[config.mk]
export PLATFORM = sky130hd
export DESIGN_NAME = gnt_mul
export DESIGN_NICKNAME = d
export VERILOG_FILES = /design/src/sv/gnt_pkg.sv /design/src/sv/gnt_mul.sv
export SDC_FILE = /design/constraint.sdc
export NUM_CORES = 2
export LEC_CHECK = 0
export ABC_AREA = 1
export BUFFER_PORTS_ARGS = -buffer_cell sky130_fd_sc_hd__buf_2
export CAP_MARGIN = 10
export CORE_MARGIN = 3
export CORE_UTILIZATION = 30
export CTS_CLUSTER_SIZE = 20
export DETAILED_ROUTE_END_ITERATION = 12
export HOLD_SLACK_MARGIN = 0.02
export PLACE_DENSITY = 0.54
export SYNTH_ARGS = -nofsm -noshare
export SYNTH_HDL_FRONTEND = slang
export SYNTH_SLANG_ARGS = --single-unit
[constraint.sdc]
create_clock -name i_clk -period 10.8 [get_ports i_clk]
set_clock_uncertainty 0.1 [all_clocks]
set_input_delay 0 -clock i_clk [delete_from_list [all_inputs] [get_ports i_clk]]
set_output_delay 0 -clock i_clk [all_outputs]
set_load 0.02 [all_outputs]
[src/sv/gnt_pkg.sv]
// Package with shared types and constants for the gradient noise turbulence block.
`timescale 1ns / 1ps
package gnt_pkg;
    localparam int TableSize = 256;
    localparam int IdxW = $clog2(TableSize);
    localparam int MaxOctaves = 17;
    localparam int OctW = $clog2(MaxOctaves + 1);

    typedef enum logic [1:0] {
        FUNC_LOAD_PERM = 2'd0,
        FUNC_LOAD_GRAD = 2'd1,
        FUNC_NOISE     = 2'd2,
        FUNC_TURB      = 2'd3
    } t_func;

    // Request to the shared multiplier.
    typedef struct packed {
        logic               go;
        logic signed [33:0] a;
        logic signed [33:0] b;
    } t_mul_req;
endpackage

[src/sv/gnt_mul.sv]
// Shared signed multiplier with a registered product, one request per cycle.
`timescale 1ns / 1ps
module gnt_mul
    import gnt_pkg::*;
(
    input  logic               i_clk,
    input  t_mul_req           i_req,
    output logic signed [67:0] o_prod
);
    logic signed [67:0] r_prod;
    always_ff @(posedge i_clk) begin
        if (i_req.go) begin
            r_prod <= i_req.a * i_req.b;
        end
    end
    assign o_prod = r_prod;
endmodule

==> reports/results.ini <==
[global_route]
grt_max_degree = 64
grt_util_all_layers_pct = 18.5
overflow = 0
grt_pass1_vias = 39700
grt_pass1_wl_um = 232000
antenna_found_initial = 9

[synthesis]
synth_warnings = 0
synth_cell_types = 32
synth-edff-count = 68
synthCells = 5972
synth_flop_cell = edfxtp_1
async_flop_share_pct = 0
syn_area_um2 = 46900
ys_seq_area_share_pct = 4.35
synth.net_count = 7487
syn_area_per_cell_um2 = 7.85
synth_seq_cells = 68

[floorplan]
top_level_ports = 138
core-area_um2 = 155000
num_rows = 144
die_w_um = 401
dieHeight_um = 401
dieArea_um2 = 161000
initial_utilization_pct = 30.3

[routing]
dr.pass1.iters = 8
wl_per_cell_um = 17.9
ant_nets = 0
drt_iter0_markers = 2027
route.vias.total = 34900
vias_per_cell = 4.40
routed_wl_um = 142000
drc = 0

[worst_setup_path]
start_kind = input pin
worstPathRequired_ns = 10.83
crit_chain = buf_2 > nand2_1 > inv_1 > fa_1 > fa_1 > fa_1 > fa_1 > inv_1 > fa_1 > fa_1 > fa_1 > fa_1 > inv_1 > ha_1 > nand2_1 > nor2_1 > inv_1 > nor3_2 > nand2_1 > nor3_1 > nand2_1 > nand3_1 > nand2_1
crit_family = adder cells
critical_path_class = in2reg
path_max_fanout = 34
cp_data_arrival_time_ns = 7.92
path_buf_inv = 5
path_common_cell = fa_1
slowest_delay_ns = 1.34
end_kind = flop
cp_slowest_cell = fa_1

[sta]
fin_crit_sh_pct = 73.1
hold_viol = 0
max-slew-margin-rel_pct = 25.4
tightest_slew_ns = 1.12
grt_setup_unrepaired = no
maxSlewViolCount = 0
final.min_clock_period_ns = 7.89
setup_tns_ns = 0
setup_viol = 0
holdWs_ns = 0.211
max_freq_mhz = 127

[final_layout]
synthToLayoutAreaGrowth_pct = 5.86
fin_area_um2 = 49700
fillCellCount = 16600
layout-drive-gt1-share_pct = 4.06
largest_register_ffs = 68
final_common_cell = inv_1
nets = 7391
fin_cells = 7928
mostFrequentLayoutCells = inv_1, nand2_1, fa_1

[clock_tree]
cts_sinks = 68
cts_tree = yes
clockRootBuffer = clkbuf_16
clockBufferDepth = 2
cts-buffers-inserted = 9
ctsHtreeMaxLevel = 3
clk_pin_slew_ns = 0.07
cts_setup_buffers = 0

[run_status]
status = complete, no violations

[run]
drv_cap = 0

[place]
dp.cells = 7907
gp_congestion = 0.894
dp_hpwl_um = 118000
placed_cell_area_um2 = 49300
portBuffers = 137

[min_path]
whs_endpoint = o_prod[0]
min_from = i_req[0]
hp-class = in2reg
hold_depth = 4

-- through the flow --
stage	worst slack [ns]	utilization (%)
final	2.91	32.1
after floorplan	3.74	-
after global placement	2.64	31.9
after global routing	2.37	32.1
after CTS	2.90	32.1
after detailed placement	2.53	31.9
-- what timing repair did --
action,in CTS,in global routing
resized for setup,0,0
hold buffers,2,0
endpoints found under the setup margin,0,0
hold endpoints to repair,6,0
-- routing by layer --
| metal | up-vias | routed length [µm] | global-route usage, % | part of all wire, % |
|---|---|---|---|---|
| met5 | - | 15 | 0 | 0.011 |
| met4 | 2 | 2450 | 2.93 | 1.7 |
| met3 | 141 | 6070 | 1.91 | 4.3 |
| met2 | 789 | 74500 | 34.4 | 52 |
| met1 | 18100 | 59200 | 23.4 | 42 |
| li1 | 15900 | - | - | - |
-- worst max path at each step --
stage              start         end  slack [ns]  cells after the start
6_report       i_req[67]  o_prod[62]        2.91                     23
5_1_grt         i_req[8]  o_prod[57]        2.37                     25
4_1_cts         i_req[8]  o_prod[62]        2.90                     25
3_5_place_dp    i_req[8]  o_prod[62]        2.53                     25
3_3_place_gp    i_req[8]  o_prod[65]        2.64                     26
2_1_floorplan  i_req[67]  o_prod[66]        3.74                     24
-- final cells by class --
| class | count | area, µm² | area share, % |
|---|---|---|---|
| Timing Repair Buffer | 164 | 893 | 1.80 |
| Tap cell | 2044 | 2560 | 5.15 |
| Antenna cell | 3 | 7.51 | 0.0151 |
| Multi-Input combinational cell | 3514 | 35900 | 72.3 |
| Inverter | 2119 | 7950 | 16.0 |
| Sequential cell | 68 | 2040 | 4.11 |
| Clock inverter | 7 | 82.6 | 0.166 |
| Clock buffer | 9 | 225 | 0.454 |
-- kinds of logic (layout without fill, tap and decap cells) --
family | Yosys count | in the layout | synth area share [%]
buffers and inverters | 2390 | 2299 | 19.1
and+or+nand+nor | 1939 | 1939 | 16.3
adders and majority gates | 1445 | 1445 | 58.4
AOI/OAI and AO/OA | 95 | 95 | 1.12
DFF | 68 | 68 | 4.35
xor gates and xnor gates | 35 | 35 | 0.654
other | 0 | 3 | 0
-- Yosys cell counts (11+ instances only) --
master    instances  area, µm²
inv_1          2116       7940
nand2_2          20        125
o21bai_1         11       82.6
nor3_1           15       75.1
a21oi_1          59        295
fa_1           1241      24800
nand2_1        1661       6230
nand3_1          70        350
nand4_1          19        119
o21ai_0          18       90.1
edfxtp_1         68       2040
ha_1            204       2550
nor2_1          115        432
clkbuf_1        269       1010
xor2_1           33        289
Power is not shown: default switching activity piles up to over one toggle a cycle in this logic, so the estimate is an artifact.
