$ cat src/sv/gnt_pkg.sv
// Package with shared types and constants for the gradient noise turbulence block.
`timescale 1ns / 1ps
package gnt_pkg;
    localparam int TableSize = 256;
    localparam int IdxW = $clog2(TableSize);
    localparam int MaxOctaves = 17;
    localparam int OctW = $clog2(MaxOctaves + 1);

    typedef enum logic [1:0] {
        FUNC_LOAD_PERM = 2'd0,
        FUNC_LOAD_GRAD = 2'd1,
        FUNC_NOISE     = 2'd2,
        FUNC_TURB      = 2'd3
    } t_func;

    // Request to the shared multiplier.
    typedef struct packed {
        logic               go;
        logic signed [33:0] a;
        logic signed [33:0] b;
    } t_mul_req;
endpackage

$ cat src/sv/gnt_div.sv
// Restoring divider, one quotient bit per cycle, for the turbulence term.
`timescale 1ns / 1ps
module gnt_div
    import gnt_pkg::*;
(
    input  logic        i_clk,
    input  logic        i_rst_n,
    input  logic        i_start,
    input  logic [47:0] i_num,
    input  logic [23:0] i_den,
    output logic        o_done,
    output logic [47:0] o_quo
);
    logic [47:0] r_quo;
    logic [24:0] r_rem;
    logic [23:0] r_den;
    logic [5:0]  r_cnt;
    logic        r_busy;
    logic        r_done;
    logic [24:0] n_rem;

    assign n_rem = {r_rem[23:0], r_quo[47]};

    always_ff @(posedge i_clk) begin
        if (!i_rst_n) begin
            r_busy <= 1'b0;
            r_done <= 1'b0;
            r_cnt  <= '0;
        end else begin
            r_done <= 1'b0;
            if (i_start) begin
                r_busy <= 1'b1;
                r_quo  <= i_num;
                r_rem  <= '0;
                r_den  <= i_den;
                r_cnt  <= 6'd48;
            end else if (r_busy) begin
                if (n_rem >= {1'b0, r_den}) begin
                    r_rem <= n_rem - {1'b0, r_den};
                    r_quo <= {r_quo[46:0], 1'b1};
                end else begin
                    r_rem <= n_rem;
                    r_quo <= {r_quo[46:0], 1'b0};
                end
                r_cnt <= r_cnt - 6'd1;
                if (r_cnt == 6'd1) begin
                    r_busy <= 1'b0;
                    r_done <= 1'b1;
                end
            end
        end
    end
    assign o_done = r_done;
    assign o_quo  = r_quo;
endmodule

$ cat config.mk
export PLATFORM = sky130hd
export DESIGN_NAME = gnt_div
export DESIGN_NICKNAME = d
export VERILOG_FILES = /design/src/sv/gnt_pkg.sv /design/src/sv/gnt_div.sv
export SDC_FILE = /design/constraint.sdc
export NUM_CORES = 1
export LEC_CHECK = 0
export ABC_CLOCK_PERIOD_IN_PS = 3700
export BUFFER_PORTS_ARGS = -buffer_cell sky130_fd_sc_hd__buf_2
export CORE_MARGIN = 4
export CORE_UTILIZATION = 25
export DETAILED_ROUTE_END_ITERATION = 10
export SETUP_SLACK_MARGIN = 0.2
export SYNTH_ARGS = -nofsm -noshare
export SYNTH_HDL_FRONTEND = slang
export SYNTH_SLANG_ARGS = --single-unit
$ cat constraint.sdc
create_clock -name i_clk -period 3.7 [get_ports i_clk]
set_input_delay 0.37 -clock i_clk [delete_from_list [all_inputs] [get_ports i_clk]]
set_output_delay 0.37 -clock i_clk [all_outputs]
set_load 0.005 [all_outputs]
==> flow_summary.toml, run 1 <==
[clock_tree]
path_clk_slew_ns = 0.07
cts-root-buf = "clkbuf_16"
numCtsBuffers = 9
cts.path.max_buffers = 2
cts_resized = 0
cts_sinks = 104
cts_tree = "built"
clk_latency_ns = 0.36
cts_hold_buf = 0
h-tree-depth = 3
post-cts-setup-buffers = 0

[route]
dr.pass1.iters = 4
dr.first_iter.drc_count = 132
ant_nets = 0
drc_errors = 0
drt_wl_total_um = 13000
num_vias = 3789
avgRoutedWirePerCell_um = 15.4
viasPerCell = 4.48

[worst_hold_path]
hold_path_class = "input pin to flop"
hp-start = "i_den[21]"

[global_routing]
top_usage_layer = "met2"
use_met2_pct = 17.6
grt_usage_pct = 11.1
antenna_found_initial = 1
grt_pass1_wl_um = 21500
grt_pass1_vias = 4087
use_met3_pct = 4.78
use_met1_pct = 13.7
grt_overflow = 0
grt_max_degree = 74

[yosys]
netlist_top_cells_area = "edfxtp_1 (52%), mux2_2 (9.6%), ha_1 (5.9%)"
synth_top_cell_area_share_pct = 52.4
synth-seq-cells = 104
synth.most_common_cell = "edfxtp_1"
ys_top_cells_by_count = "edfxtp_1 (96), mux2_2 (47), nor2_1 (34), inv_1 (32), ha_1 (26)"
syn_nets = 539
ys_warn_count = 0
synth_top_cell_by_area = "edfxtp_1"
syn_inst = 437
syn_area_per_cell_sq_um = 12.6
netlist_area_sq_mm = 0.00551
synth.yosys.seq_area_share_pct = 55.3
ys.flop_type = "edfxtp_1"
postSynth.asyncResetShare_pct = 0
synth_edf_count = 96
synth_cell_types = 54

[setup_path]
worstSetupStartpointType = "flop"
critPathLaunch = "o_quo[47]"
crit_type = "flop to flop"
endpoint_kind = "flop"
timing.rr.start = "o_quo[47]"
r2r_slack_ns = 0.92
arrival_ns = 2.88
crit_path_max_fanout = 3
crit_required_ns = 3.79

[floorplan]
num_rows = 54
ios = 124
initial_utilization_pct = 25.3
die_w_um = 156
coreArea_sq_mm = 0.0218
die_area_sq_mm = 0.0245
dieHeight_um = 156

[layout]
fill_cells = 2261
regArea_sq_mm = 0.00304
final_nets = 661
syn2layout_area_growth_pct = 21.9
multi_input_area_sq_mm = 0.00227
layout-drive-gt1-share_pct = 35.1
fin_cells = 846

[sta]
maxSlewHeadroom_pct = 28.1
max_freq_mhz = 359
drv_slew = 0
fin_skew_ns = 0.0132
rsz0062_at_grt = "false"
hold_viol = 0
fin_setup_tns_ns = 0
setup_viol = 0
tightest_slew_ns = 1.08
layout_min_cycle_time_ns = 2.78
layout_worst_path_cycle_share_pct = 75.3

[placement]
gp_congestion = 0.796
hpwl_um = 9320
dp_cells = 828
port_buffers = 123

[job]
cap_violations = 0

[power]
peakVddDrop_uv = 234
power_leakage_uw = 0.00270
powerDensity_mw_per_mm2 = 460

[status]
outcome = "complete, no violations"
## layout by cell type, fill, tap and decap left out, types with 9 or more instances in the layout
cell	n
edfxtp_1	96
mux2i_1	18
inv_1	32
buf_2	123
nor2_1	34
o21ai_0	13
a21oi_1	18
clkbuf_16	9
nand2_1	18
xor2_1	10
mux2_2	47
xnor2_1	15
ha_1	26
## critical path: stages, from the launching register on
cell,delay [ns]
edfxtp_1,0.34
inv_1,0.07
ha_1,0.23
fa_1,0.41
nor2b_1,0.17
o2111ai_1,0.15
nand3_1,0.18
a21boi_0,0.19
o41ai_1,0.46
xor2_1,0.12
mux2i_1,0.14
nor2_1,0.05
## sequential cells by signal, indices dropped and copies added, names as in the netlist
signal,flops
o_quo,48
r_rem,24
r_busy,1
r_den,24
o_done,1
r_cnt,6
## where the power goes
part | internal [uW] | switching [uW] | leakage, uW
clock network | 468 | 467 | 0.000135
logic | 316 | 379 | 0.00158
registers | 1410 | 48.3 | 0.000983
total | 2190 | 895 | 0.00270
## layout make-up
cell class | instances | area share [%]
multi-input combinational | 286 | 33.9
clock buffer | 10 | 3.41
antenna | 2 | 0.0746
sequential | 104 | 45.3
timing repair buffer | 126 | 9.51
inverter | 32 | 1.79
clock inverter | 6 | 0.746
tap | 280 | 5.22
## cells by family after synthesis
family / Yosys count / synth area share, %
multiplexers: 65 / 12.9
buffers and inverters: 47 / 3.57
flip-flops: 104 / 55.3
AO/OA/AOI/OAI: 76 / 9.79
adder cells (fa/ha/maj): 27 / 6.27
AND/OR/NAND/NOR: 93 / 8.25
XOR/XNOR: 25 / 3.98
## per-layer routing
layer | vias to the layer above | part of all wire (%)
met5 | - | 0
met4 | 0 | 1.4
met3 | 12 | 8.8
met2 | 119 | 45
met1 | 1782 | 45
li1 | 1876 | -
## worst paths after layout
kind                     to  depth (start not counted)
setup reg to reg  r_rem[16]                         11
setup / recovery  r_rem[16]                         11
hold reg to reg    r_cnt[1]                          2
hold / removal    r_den[21]                          1
## stage by stage
| stage | worst slack [ns] | area (sq um) | total power, uW | hold WS [ns] | util [%] |
|---|---|---|---|---|---|
| after floorplan | 0.681 | 5510 | 1980 | 0.469 | - |
| after global placement | 0.960 | 6430 | 2180 | 0.485 | 29.5 |
| after detailed placement | 0.942 | 6430 | 2180 | 0.495 | 29.5 |
| after CTS | 0.941 | 6710 | 3140 | 0.159 | 30.8 |
| after global routing | 0.694 | 6710 | 3270 | 0.166 | 30.8 |
| final | 0.916 | 6710 | 3080 | 0.185 | 30.8 |
(Power assumes the default switching activity.)
==> run 2: changes to the inputs <==
ABC_CLOCK_PERIOD_IN_PS = 2600   (was 3700)
clock period = 2.6 ns   (was 3.7 ns; I/O delays follow)
==> flow_summary.toml, run 2 (synthesis gave the netlist of run 1 again) <==
[setup_path]
arrival_ns = 2.62
endpoint_kind = "flop"
crit_path_max_fanout = 10
crit_required_ns = 2.70
worstSetupStartpointType = "flop"
r2r_slack_ns = 0.08
r2r_cells = 10
crit_type = "flop to flop"

[floorplan]
ios = 124
num_rows = 54
dieHeight_um = 156
coreArea_sq_mm = 0.0218
die_area_sq_mm = 0.0245
initial_utilization_pct = 25.3
die_w_um = 156

[power]
swShare_pct = 29.5
power_leakage_uw = 0.00295
internal-power_uw = 3330
seqPwrFrac_pct = 43.9
peakVddDrop_uv = 318
p_clk_share_pct = 28.3
switchingPower_uw = 1390
combPwrFrac_pct = 27.8
powerDensity_mw_per_mm2 = 635

[clock_tree]
h-tree-depth = 3
path_clk_slew_ns = 0.08
cts-root-buf = "clkbuf_16"
cts.path.max_buffers = 2
cts_sinks = 104
cts_tree = "built"
numCtsBuffers = 9
clk_latency_ns = 0.36
cts_hold_buf = 0

[sta]
max_freq_mhz = 397
layout_min_cycle_time_ns = 2.52
finalWorstSetupSlack_ns = 0.0824
layout_worst_path_cycle_share_pct = 96.8
whs_ns = 0.0727
fin_skew_ns = 0.0129
drv_slew = 0
tightest_slew_ns = 0.450
hold_viol = 0
rsz0062_at_grt = "true"
maxSlewHeadroom_pct = 69.7
setup_viol = 0

[layout]
syn2layout_area_growth_pct = 35.2
layout.core_utilization_pct = 34.2
final_nets = 702
most-common-layout-cells = "buf_2 (123), edfxtp_1 (96), mux2_2 (47)"
layout_commonest_cell = "buf_2"
layout-drive-gt1-share_pct = 46.9
largest_reg_flops = 48

[route]
drt_wl_total_um = 13700
ant_nets = 0
viasPerCell = 4.49
wl_met2_um = 6450
num_vias = 3981
met3_length_um = 1090
drc_errors = 0
dr.first_iter.drc_count = 163
dr.pass1.iters = 4
avgRoutedWirePerCell_um = 15.5
top_layer = "met4"
drt-met1-wl_um = 5940

[placement]
port_buffers = 123
gp_congestion = 0.828
post-place-ws_ns = -0.0457
hpwl_um = 9530

[global_routing]
grt_overflow = 0
grt_pass1_vias = 4314
grt_pass1_wl_um = 22300
grt_usage_pct = 11.6
antenna_found_initial = 0
grt_max_degree = 74

[worst_hold_path]
holdPathStages = 1
hold_path_class = "input pin to flop"

[status]
outcome = "complete, no violations"

[job]
cap_violations = 0
run 2: final timing paths:
path             from   endpoint
max          r_rem[5]  r_rem[13]
min          i_den[2]   r_den[2]
max reg2reg  r_rem[5]  r_rem[13]
min reg2reg  r_cnt[1]   r_cnt[1]
run 2: per-stage QoR:
| stage | area, sq um | setup TNS (ns) | std cells | total power (uW) |
|---|---|---|---|---|
| finish | 7450 | 0 | 886 | 4730 |
| global route | 7440 | -0.323 | 885 | 5010 |
| CTS | 7220 | 0 | 874 | 4690 |
| detailed placement | 6690 | -0.0480 | 852 | 3220 |
| global placement | 6690 | -0.00470 | 852 | 3210 |
| floorplan | 5550 | 0 | 437 | 2830 |
run 2: layer usage:
layer  vias to the layer above  track usage [%]
li1                       1949                -
met1                      1887             14.3
met2                       128             18.4
met3                        17             4.42
met4                         0             4.09
met5                         -                0
run 2: power groups by stage:
stage | logic, uW | registers [uW] | clock network (uW)
finish | 1310 | 2070 | 1340
detailed placement | 1120 | 2100 | 0
global route | 1460 | 2090 | 1460
global placement | 1110 | 2100 | 0
floorplan | 738 | 2090 | 0
CTS | 1220 | 2080 | 1400
run 2: area by class of cell:
type	count	area, sq um
clock inverters	5	47.5
clock buffers	11	233
multi-input cells	286	2650
well taps	280	350
diodes	1	2.50
inverters	32	120
repair buffers	167	1000
flip-flops and latches	104	3040
fillers	2193	14300
run 2: critical path, cell delays in order, from the launching register on:
cell and delay (ns):
edfxtp_1 0.43, ha_4 0.26, a21oi_4 0.16, nor2b_2 0.07, or3_4 0.35, o221ai_4 0.19, nand2_2 0.11, a21oi_4 0.25
buf_12 0.19, mux2i_1 0.20, nor2_1 0.05
run 2: what timing repair did:
action | CTS | global route
setup buffers | 6 | 11
hold endpoints to repair | 0 | 0
endpoints found under the setup margin | 25 | 25
resized for setup | 38 | 26
pin swaps | 4 | 15
